`config.mk`:
```
export PLATFORM = sky130hd
export DESIGN_NAME = positional_list_engine_unit
export DESIGN_NICKNAME = d
export VERILOG_FILES = /design/src/rtl/ple_pkg.sv /design/src/rtl/ple_mem.sv /design/src/rtl/positional_list_engine_unit.sv
export SDC_FILE = /design/constraint.sdc
export NUM_CORES = 2
export LEC_CHECK = 0
export BUFFER_PORTS_ARGS = -buffer_cell sky130_fd_sc_hd__clkbuf_2
export CELL_PAD_IN_SITES_DETAIL_PLACEMENT = 1
export CELL_PAD_IN_SITES_GLOBAL_PLACEMENT = 2
export CORE_ASPECT_RATIO = 0.75
export CORE_MARGIN = 2
export CORE_UTILIZATION = 55
export CTS_CLUSTER_SIZE = 10
export DETAILED_ROUTE_END_ITERATION = 12
export GPL_ROUTABILITY_DRIVEN = 1
export PLACE_DENSITY_LB_ADDON = 0.25
export SLEW_MARGIN = 10
export SYNTH_ARGS = -nofsm -noshare
export SYNTH_HDL_FRONTEND = slang
export SYNTH_HIERARCHICAL = 1
export SYNTH_SLANG_ARGS = --single-unit
```
`constraint.sdc`:
```
create_clock -name clk_i -period 8.65 [get_ports clk_i]
set_input_delay 0.865 -clock clk_i [delete_from_list [all_inputs] [get_ports clk_i]]
set_output_delay 0.865 -clock clk_i [all_outputs]
set_load 0.02 [all_outputs]
```
`src/rtl/ple_pkg.sv`:
```
// Package with operation codes, status codes and shared types of the list engine.
package ple_pkg;

  typedef enum logic [2:0] {
    OP_INSERT = 3'd0,
    OP_DELETE = 3'd1,
    OP_UPDATE = 3'd2,
    OP_GET    = 3'd3,
    OP_COUNT  = 3'd4,
    OP_CLEAR  = 3'd5
  } op_e;

  typedef enum logic [1:0] {
    ST_OK    = 2'd0,
    ST_RANGE = 2'd1,
    ST_FULL  = 2'd2
  } status_e;

  typedef enum logic [2:0] {
    S_IDLE,
    S_RD,
    S_SHIFT,
    S_OUT
  } state_e;

  localparam logic [31:0] ReadBad = 32'hFFFF_FFFF;

endpackage

```
`src/rtl/ple_mem.sv`:
```
// Element memory with separate write and read ports and a registered read.
module ple_mem #(
  parameter int Depth = 64,
  parameter int Aw    = 6
) (
  input  logic          clk_i,
  input  logic          we_i,
  input  logic [Aw-1:0] waddr_i,
  input  logic [31:0]   wdata_i,
  input  logic [Aw-1:0] raddr_i,
  output logic [31:0]   rdata_o
);

  logic [31:0] mem_q [Depth];

  always_ff @(posedge clk_i) begin
    if (we_i) begin
      mem_q[waddr_i] <= wdata_i;
    end
    rdata_o <= mem_q[raddr_i];
  end

endmodule

```
`src/rtl/positional_list_engine_unit.sv`:
```
// Top level of the positional list engine: sequencer around one element memory.
// Sequence: every request goes from S_IDLE through S_RD to S_OUT, after which out_valid_o rises;
// insert and delete alternate S_RD (read) and S_SHIFT (write) once per element moved.
// One transaction in flight; the next is taken the cycle after the result is accepted.
// Reset clears the element count and control state; memory contents stay undefined.
module positional_list_engine_unit #(
  parameter int CAPACITY = 64
) (
  input  logic                          clk_i,
  input  logic                          rst_ni,
  input  logic                          in_valid_i,
  output logic                          in_stall_o,
  input  logic [2:0]                    func_i,
  input  logic [6:0]                    position_i,
  input  logic signed [31:0]            value_i,
  output logic                          out_valid_o,
  input  logic                          out_stall_i,
  output logic [1:0]                    status_o,
  output logic signed [31:0]            read_value_o,
  output logic [6:0]                    length_o
);

  localparam int Aw = (CAPACITY > 1) ? $clog2(CAPACITY) : 1;
  localparam int Cw = $clog2(CAPACITY + 1);

  ple_pkg::state_e state_q, state_d;

  // The captured request, working index and count.
  logic [2:0]  op_q;
  logic [Cw:0] pos_q;
  logic [31:0] val_q;
  logic [Cw-1:0] cnt_q, cnt_d;
  logic [Cw:0] idx_q, idx_d;

  logic [1:0]  st_q, st_d;
  logic [31:0] rd_q, rd_d;
  logic [6:0]  len_q;
  logic        ovalid_q;

  logic          we;
  logic [Aw-1:0] waddr, raddr;
  logic [31:0]   wdata, rdata;

  logic [Cw:0] cnt_x;
  assign cnt_x = {1'b0, cnt_q};

  ple_mem #(.Depth(CAPACITY), .Aw(Aw)) u_mem (
    .clk_i  (clk_i),
    .we_i   (we),
    .waddr_i(waddr),
    .wdata_i(wdata),
    .raddr_i(raddr),
    .rdata_o(rdata)
  );

  // A new transaction is taken only when idle and the output slot is free.
  assign in_stall_o = (state_q != ple_pkg::S_IDLE) || ovalid_q;

  // Next-state logic. The shift sweep reads the neighbor of entry idx in S_RD
  // and writes it to entry idx in the following S_SHIFT.
  always_comb begin
    state_d = state_q;
    case (state_q)
      ple_pkg::S_IDLE: begin
        if (in_valid_i && !in_stall_o) state_d = ple_pkg::S_RD;
      end
      ple_pkg::S_RD: begin
        state_d = ple_pkg::S_OUT;
        if (st_q == ple_pkg::ST_OK) begin
          if (op_q == ple_pkg::OP_INSERT && idx_q > pos_q) state_d = ple_pkg::S_SHIFT;
          if (op_q == ple_pkg::OP_DELETE && idx_q + 1'b1 < cnt_x) state_d = ple_pkg::S_SHIFT;
        end
      end
      ple_pkg::S_SHIFT: state_d = ple_pkg::S_RD;
      ple_pkg::S_OUT:   state_d = ple_pkg::S_IDLE;
      default:          state_d = ple_pkg::S_IDLE;
    endcase
  end

  // Memory access and bookkeeping.
  always_comb begin
    we    = 1'b0;
    waddr = idx_q[Aw-1:0];
    wdata = val_q;
    raddr = idx_q[Aw-1:0];
    idx_d = idx_q;
    cnt_d = cnt_q;
    st_d  = st_q;
    rd_d  = rd_q;
    case (state_q)
      ple_pkg::S_RD: begin
        // Insert reads idx-1, delete reads idx+1, get reads idx.
        if (op_q == ple_pkg::OP_INSERT) raddr = Aw'(idx_q - 1'b1);
        else if (op_q == ple_pkg::OP_DELETE) raddr = Aw'(idx_q + 1'b1);
        if (st_q == ple_pkg::ST_OK) begin
          if (op_q == ple_pkg::OP_INSERT && idx_q == pos_q) begin
            we = 1'b1;
            cnt_d = cnt_q + 1'b1;
          end
          if (op_q == ple_pkg::OP_UPDATE) we = 1'b1;
          if (op_q == ple_pkg::OP_DELETE && !(idx_q + 1'b1 < cnt_x)) cnt_d = cnt_q - 1'b1;
          if (op_q == ple_pkg::OP_CLEAR) cnt_d = '0;
        end
      end
      ple_pkg::S_SHIFT: begin
        we    = 1'b1;
        wdata = rdata;
        if (op_q == ple_pkg::OP_INSERT) idx_d = idx_q - 1'b1;
        else idx_d = idx_q + 1'b1;
      end
      ple_pkg::S_OUT: begin
        if (op_q == ple_pkg::OP_GET && st_q == ple_pkg::ST_OK) rd_d = rdata;
      end
      default: ;
    endcase
  end

  // Request capture and range checks at acceptance.
  logic [Cw:0] pos_in;
  always_comb begin
    pos_in = (Cw + 1 >= 7) ? (Cw+1)'(position_i) : (Cw+1)'(position_i);
  end
  logic pos_big;
  assign pos_big = (Cw + 1 < 7) && (position_i >> (Cw + 1)) != '0;

  // Start index, status and read value of the incoming transaction.
  logic [Cw:0] idx_in;
  logic [1:0]  st_in;
  logic [31:0] rd_in;
  always_comb begin
    idx_in = pos_in;
    st_in  = ple_pkg::ST_OK;
    rd_in  = '0;
    case (func_i)
      ple_pkg::OP_INSERT: begin
        idx_in = cnt_x;
        if (pos_big || pos_in > cnt_x) st_in = ple_pkg::ST_RANGE;
        else if (cnt_x == (Cw+1)'(CAPACITY)) st_in = ple_pkg::ST_FULL;
      end
      ple_pkg::OP_DELETE, ple_pkg::OP_UPDATE: begin
        if (pos_big || pos_in >= cnt_x) st_in = ple_pkg::ST_RANGE;
      end
      ple_pkg::OP_GET: begin
        if (pos_big || pos_in >= cnt_x) begin
          st_in = ple_pkg::ST_RANGE;
          rd_in = ple_pkg::ReadBad;
        end
      end
      default: ;
    endcase
  end

  always_ff @(posedge clk_i or negedge rst_ni) begin
    if (!rst_ni) begin
      state_q  <= ple_pkg::S_IDLE;
      cnt_q    <= '0;
      ovalid_q <= 1'b0;
    end else begin
      state_q <= state_d;
      cnt_q   <= cnt_d;
      if (state_q == ple_pkg::S_OUT) ovalid_q <= 1'b1;
      else if (ovalid_q && !out_stall_i) ovalid_q <= 1'b0;
    end
  end

  always_ff @(posedge clk_i) begin
    if (state_q == ple_pkg::S_IDLE && in_valid_i && !in_stall_o) begin
      op_q  <= func_i;
      pos_q <= pos_in;
      val_q <= value_i;
      rd_q  <= rd_in;
      st_q  <= st_in;
      idx_q <= idx_in;
    end else begin
      idx_q <= idx_d;
      rd_q  <= rd_d;
    end
    if (state_q == ple_pkg::S_OUT) len_q <= 7'(cnt_q);
  end

  assign out_valid_o  = ovalid_q;
  assign status_o     = st_q;
  assign read_value_o = rd_q;
  assign length_o     = len_q;

endmodule

```
== Word level (Yosys, flattened, before mapping) ==
Memories as Yosys holds them, arrays and structs flattened. A register that Yosys moved wholly into a read port is not among the register bits.
Index checks and enable logic that the tools add are counted.

* Word-level logic and storage cells: 91
* Memories: 1
* Flip-flop bits (word level): 102
* Output and inout bits: 43
* RAM bits: 2,048
* Input port bits: 46

{| class="wikitable"
|+ Memories
! name !! depth !! bits a word !! rd ports !! clocked after Yosys merged registers in !! write ports !! line !! RTL
|-
| u_mem.mem_q || 64 || 32 || 1 || 1 || 1 || ple_mem.sv:14 || <nowiki>logic [31:0] mem_q [Depth];</nowiki>
|}

* Equal/unequal tests: 13
* Add/sub/neg operators: 4
* Reductions and logical operators: 26
* $lt $le $gt $ge: 4
* Muxes and demuxes: 33

{| class="wikitable"
|+ Operator list
! kind !! number
|-
| 2-to-1 mux 32 bit || 6
|-
| 2-to-1 mux 7 bit || 4
|-
| 2-to-1 mux 8 bit || 3
|-
| equality test 3 x 2 -> 1 bit, second input constant || 6
|-
| 2-to-1 mux 6 bit || 3
|-
| equality test 3 x 1 -> 1 bit, second input constant || 3
|-
| logical AND 1 bit || 9
|-
| logical NOT 3 bit || 3
|-
| 2-to-1 mux 1 bit || 9
|-
| 2-to-1 mux 3 bit || 3
|-
| one-hot mux 3 bit (3 select lines) || 1
|-
| adder 8 x 1 -> 8 bit, second input constant || 1
|-
| equality test 8 x 7 -> 1 bit || 1
|-
| greater-than comparator 8 x 7 -> 1 bit || 1
|-
| less-than comparator 8 x 7 -> 1 bit || 1
|-
| nonzero test 2 bit || 4
|-
| subtractor 8 x 1 -> 8 bit, second input constant || 1
|-
| adder 7 x 1 -> 7 bit, second input constant || 1
|-
| equality test 7 bit, second input constant || 1
|-
| greater-or-equal comparator 7 bit || 1
|-
| greater-than comparator 7 bit || 1
|-
| subtractor 7 x 1 -> 7 bit, second input constant || 1
|-
| nonzero test 3 bit || 2
|-
| 2-to-1 mux 2 bit || 2
|-
| other kinds (10) || 12
|}

== Longest topological paths before layout ==
* Depth after elaboration: 8
* Depth in mapped cells: 18
* Depth with buffers taken out: 17

== Hierarchy ==
Netlist, hierarchy kept.

{| class="wikitable"
|+ Modules (own cells, without submodules)
! module !! cells each !! area an instance (µm²) !! seq. area each (µm²) !! instances
|-
| ple_mem || 3,324 || 78,515.3 || 62,139.6 || 1
|-
| positional_list_engine_unit || 449 || 5,330.1 || 2,982.9 || 1
|}

== Worst setup path before layout ==
No wires, ideal clock.

* Kind: register to register
* From: reg idx_q[0]
* To: mem u_mem.mem_q[48][0], enable pin
* Buffers on the path: 1
* Path slack: 3,874 ps
* Arrival: 4,315 ps
* Clock period less this slack: 4,776 ps
* Required time: 8,189 ps
* Library setup time: 461 ps
* Stages on the path, launching flop included: 12
* Cells stage by stage: edfxtp_1 -> buf_6 -> inv_1 -> ha_1 -> nand4_1 -> nor3_1 -> nor2_1 -> nor4bb_1 -> o21a_1 -> nor2b_1 -> nand4b_1 -> nor3_1

* Word-level cells in the longest chain between the ends: 8

{| class="wikitable"
|+ Ends and longest elaborated chain
! item !! line !! RTL
|-
| start: declaration || positional_list_engine_unit.sv:33 || <nowiki>logic [Cw:0] idx_q, idx_d;</nowiki>
|-
| start signal: assignment || positional_list_engine_unit.sv:173 || <nowiki>idx_q <= idx_in;</nowiki>
|-
| start signal: assignment || positional_list_engine_unit.sv:175 || <nowiki>idx_q <= idx_d;</nowiki>
|-
| equality test 8 x 7 -> 1 bit || positional_list_engine_unit.sv:96 || <nowiki>if (op_q == ple_pkg::OP_INSERT && idx_q == pos_q) begin</nowiki>
|-
| logical AND 1 bit || positional_list_engine_unit.sv:96 ||
|-
| 2-to-1 mux 1 bit || positional_list_engine_unit.sv:96 ||
|-
| 2-to-1 mux 1 bit || positional_list_engine_unit.sv:100 || <nowiki>if (op_q == ple_pkg::OP_UPDATE) we = 1'b1;</nowiki>
|-
| 2-to-1 mux 1 bit || positional_list_engine_unit.sv:95 || <nowiki>if (st_q == ple_pkg::ST_OK) begin</nowiki>
|-
| one-hot mux 1 bit (2 select lines) || positional_list_engine_unit.sv:90 || <nowiki>case (state_q)</nowiki>
|-
| net we || positional_list_engine_unit.sv:40 || <nowiki>logic we;</nowiki>
|-
| 2-to-1 mux 1 bit || ple_mem.sv:17 || <nowiki>if (we_i) begin</nowiki>
|-
| 2-to-1 mux 1 bit (implied by the code) || ple_mem.sv:18 || <nowiki>mem_q[waddr_i] <= wdata_i;</nowiki>
|-
| end: declaration || ple_mem.sv:14 ||
|}

The timed path passes the listed nets, and every way through them passes these cells.

== Worst setup path in the final report ==
* From: reg idx_q[2]
* To: mem u_mem.mem_q[22][29], enable pin

Same word-level chain as after synthesis.

==> results.md <==
- Switching Fraction: 33.26%
- Remaining max-slew budget at the tightest pin: 15.30%
- Class of the tightest hold or removal check: in2reg
- Share of final-layout standard cells stronger than drive strength 1: 27.18%
- Syn Std Cell Area: 0.08385 sq mm
- P per Cell Area: 361.2 mW/mm^2
- Height of the die: 342.1 um
- Final routed wire length divided by cell count: 35.76 um
- Proportion of register bits with asynchronous set or reset after synthesis: 0.4585%
- Critical path launch point type: flip-flop
- GRT overflow: 0
- Number of buffers created by CTS: 236
- Initial Util: 55.20%
- Total number of H-tree levels: 4
- Antenna violations before repair: 12
- Total iterations of the first detailed-routing run: 5
- Highest ir drop seen on vdd: 0.3380 mV
- Post-detailed-route DRC marker count: 0
- Worst slew pin tran: 1.271 ns
- Register area share after synthesis: 77.67%
- Core Region: 0.1519 sq mm
- Count of pins on the block boundary: 89
- CTS tree: done
- Data required time of the worst path: 9.13 ns
- Internal power of the cells: 0.02271 W
- Achievable frequency: 189.8 MHz
- Total die area: 0.1556 sq mm
- Number of setup violations in the final report: 0
- CP max FO: 20
- Power share of the clock group: 26.5%
- Category of the worst setup path capture point: flip-flop
- Initial detailed-routing violation count: 5,202
- Share of power burned in combinational logic: 33.6%
- Fill cell total of the finished layout: 12,140
- Slowest CP cell: sky130_fd_sc_hd__nor2_4
- Die Span X: 454.8 um
- Cell Count Post-Placement: 5,802
- Critical path, cell by cell: ha_1 > nand4_1 > nor3_1 > nor2_1 > nor4bb_1 > o21a_1 > nor2b_1 > nand3_1 > nor2_4 > buf_4
- Most common cell after layout, fill and taps aside: sky130_fd_sc_hd__edfxtp_1
- Distinct cell type count of the synthesized netlist: 65
- Buffering stage count on the worst path with inverters included: 1
- Critical path's largest stage delay: 0.89 ns
- Setup Total Neg Slack: 0 ns
- Post-route met1 wirelength: 88.30 mm
- Cell family with the largest share of critical-path delay: simple AND/OR/NAND/NOR gates
- DR WL met3: 22.44 mm
- Yosys Warn Count: 6
- Finished Layout Cells: 6,197
- Synthesized area per cell: 22.22 sq um
- Post-synthesis instance total: 3,773
- Sink count of the clock tree: 2,181
- Setup repair after global routing missed its margin: false
- Count of pins over their slew limit: 0
- Buffers added on ports: 88
- DR top layer: met5
- Root buffer selected by CTS: sky130_fd_sc_hd__clkbuf_16
- Number of storage elements in the synthesis netlist: 2,181
- Number of nets in the final layout: 4,103
- Clock-pin slew of the registers on the worst-case setup and hold paths: 0.06 ns
- Total routed wirelength: 221.6 mm
- Row Count: 124
- Most frequent cells in the layout: sky130_fd_sc_hd__edfxtp_1, sky130_fd_sc_hd__mux4_2, sky130_fd_sc_hd__clkbuf_16
- Post-synth top flop: sky130_fd_sc_hd__edfxtp_1
- Post-synthesis net count: 3,851
- Via count of the first global-routing pass: 43,080
- Count of flip-flops with a built-in enable after synthesis: 2,139
- Buffers from clock root to sink, at most: 3
- Run status: completed
- DR WL met2: 104.0 mm
- Post-detailed-route via-to-cell ratio: 6.604
- Via count: 40,930
- Antenna viol nets, final: 0
- GRT Resource Usage Total: 29.12%
- Area grow syn2layout: 12.35%
- Setup clock skew after layout: 0.02940 ns
- Flop pwr share: 39.9%
- Leakage power figure: 29.73 nW
- Latest clock arrival within the worst-skew pair: 0.85 ns
- Post-route clock period utilization: 60.92%
- Switching component of the power: 0.01132 W
- Final Hold Fails: 0
- Data arrival, critical path: 5.75 ns
- Util after Layout: 62.02%
- First-pass GRT wire length: 316.1 mm
- Post-DP HPWL: 120.1 mm
- Final Critical Period: 5.270 ns
- Crit Path Category: reg2reg
- Largest net degree at the start of global routing: 126
- Final weighted congestion in routability-driven placement: 0.8029
- Count of maximum capacitance violations: 0
## registers in the layout, indices dropped and copies added (netlist names), 3 cells and up
name,count
read_value_o,32
pos_q,7
u_mem/mem_q,2048
cnt_q,7
val_q,32
op_q,3
idx_q,8
length_o,7
u_mem/rdata_o,32
## synthesized netlist by cell type, drive strengths merged (6+ instances only)
library cell,count,area (sq um)
a311oi,8,70.07
nor2,157,591.8
mux2,32,360.4
nand3b,6,45.04
dfxtp,32,640.6
mux4,544,12250
nand2,113,426.7
clkbuf,86,322.8
edfxtp,2139,64230
ha,31,387.9
o221ai,27,236.5
nor2b,19,118.9
a21oi,76,380.4
a22oi,14,105.1
dfrtp,10,250.2
o21ai,14,70.07
a21o,7,56.31
and3,6,37.54
xnor2,8,70.07
nand2b,11,68.82
buf,116,671.9
xor2,12,105.1
nand4,6,52.55
or3,6,37.54
inv,24,90.08
mux2i,102,1021
o22ai,84,525.5
nor3,18,95.09
nand3,11,60.06
## logic make-up after synthesis
kind of cell	after synthesis	synth area share [%]
buf+inv	226	1.294
simple gates	371	1.998
compound gates	265	2.083
flops	2181	77.67
xor+xnor	20	0.2089
fa+ha+maj	32	0.4865
mux	678	16.26
## per-layer routing
| metal | global-route usage [%] | vias up |
|---|---|---|
| li1 | - | 16370 |
| met1 | 41.75 | 21980 |
| met2 | 44.13 | 2194 |
| met3 | 7.898 | 378 |
| met4 | 9.327 | 8 |
| met5 | 0.3064 | - |
## final timing paths
check                             from             endpoint  slack [ns]  depth (start not counted)
min                         value_i[4]             val_q[4]        0.19                          1
max in group asynchronous       rst_ni             cnt_q[3]        7.97                          2
min in group asynchronous       rst_ni           state_q[0]        0.44                          2
min reg2reg                out_valid_o          out_valid_o        0.50                          1
max                           idx_q[2]  u_mem/mem_q[22][29]        3.38                         10
max reg2reg                   idx_q[2]  u_mem/mem_q[22][29]        3.38                         10
## layout make-up
type                    instances  area, sq um  area share [%]
clock inverters                12        173.9          0.1846
inverters                      24        90.09         0.09564
repair buffers                216         1504           1.597
multi-input cells            1366        18240           19.36
diodes                          1        2.502        0.002657
well taps                    2016         2522           2.678
clock buffers                 381         6545           6.948
flip-flops and latches       2181        65120           69.13
## power by group through the flow
| stage | Clock [W] | Sequential (W) | Combinational [W] |
|---|---|---|---|
| final | 0.00902 | 0.0136 | 0.0114 |
| after global routing | 0.00951 | 0.0136 | 0.0122 |
| after floorplan | 0 | 0.0136 | 0.00755 |
| after global placement | 0 | 0.0138 | 0.0110 |
| after detailed placement | 0 | 0.0138 | 0.0113 |
| after CTS | 0.00914 | 0.0136 | 0.0114 |
## stage by stage
| stage | worst slack, ns | area [sq um] | power [W] | hold WS (ns) |
|---|---|---|---|---|
| 3_3_place_gp | 3.586 | 87420 | 0.02482 | 0.4876 |
| 6_report | 3.380 | 94200 | 0.03403 | 0.1918 |
| 5_1_grt | 3.077 | 94200 | 0.03529 | 0.1551 |
| 2_1_floorplan | 3.874 | 83850 | 0.02116 | 0.4938 |
| 3_5_place_dp | 3.430 | 87420 | 0.02511 | 0.4919 |
| 4_1_cts | 3.416 | 94150 | 0.03410 | 0.1354 |
## timing repair
| action | 4_1_cts | 5_1_grt |
|---|---|---|
| hold endpoints to repair | 10 | 0 |
| hold buffers | 1 | 0 |
| gates resized for setup | 0 | 0 |
| endpoints found under the setup margin | 0 | 0 |
| buffers inserted | 0 | 0 |
No activity file was read; power rests on OpenSTA's default activity.
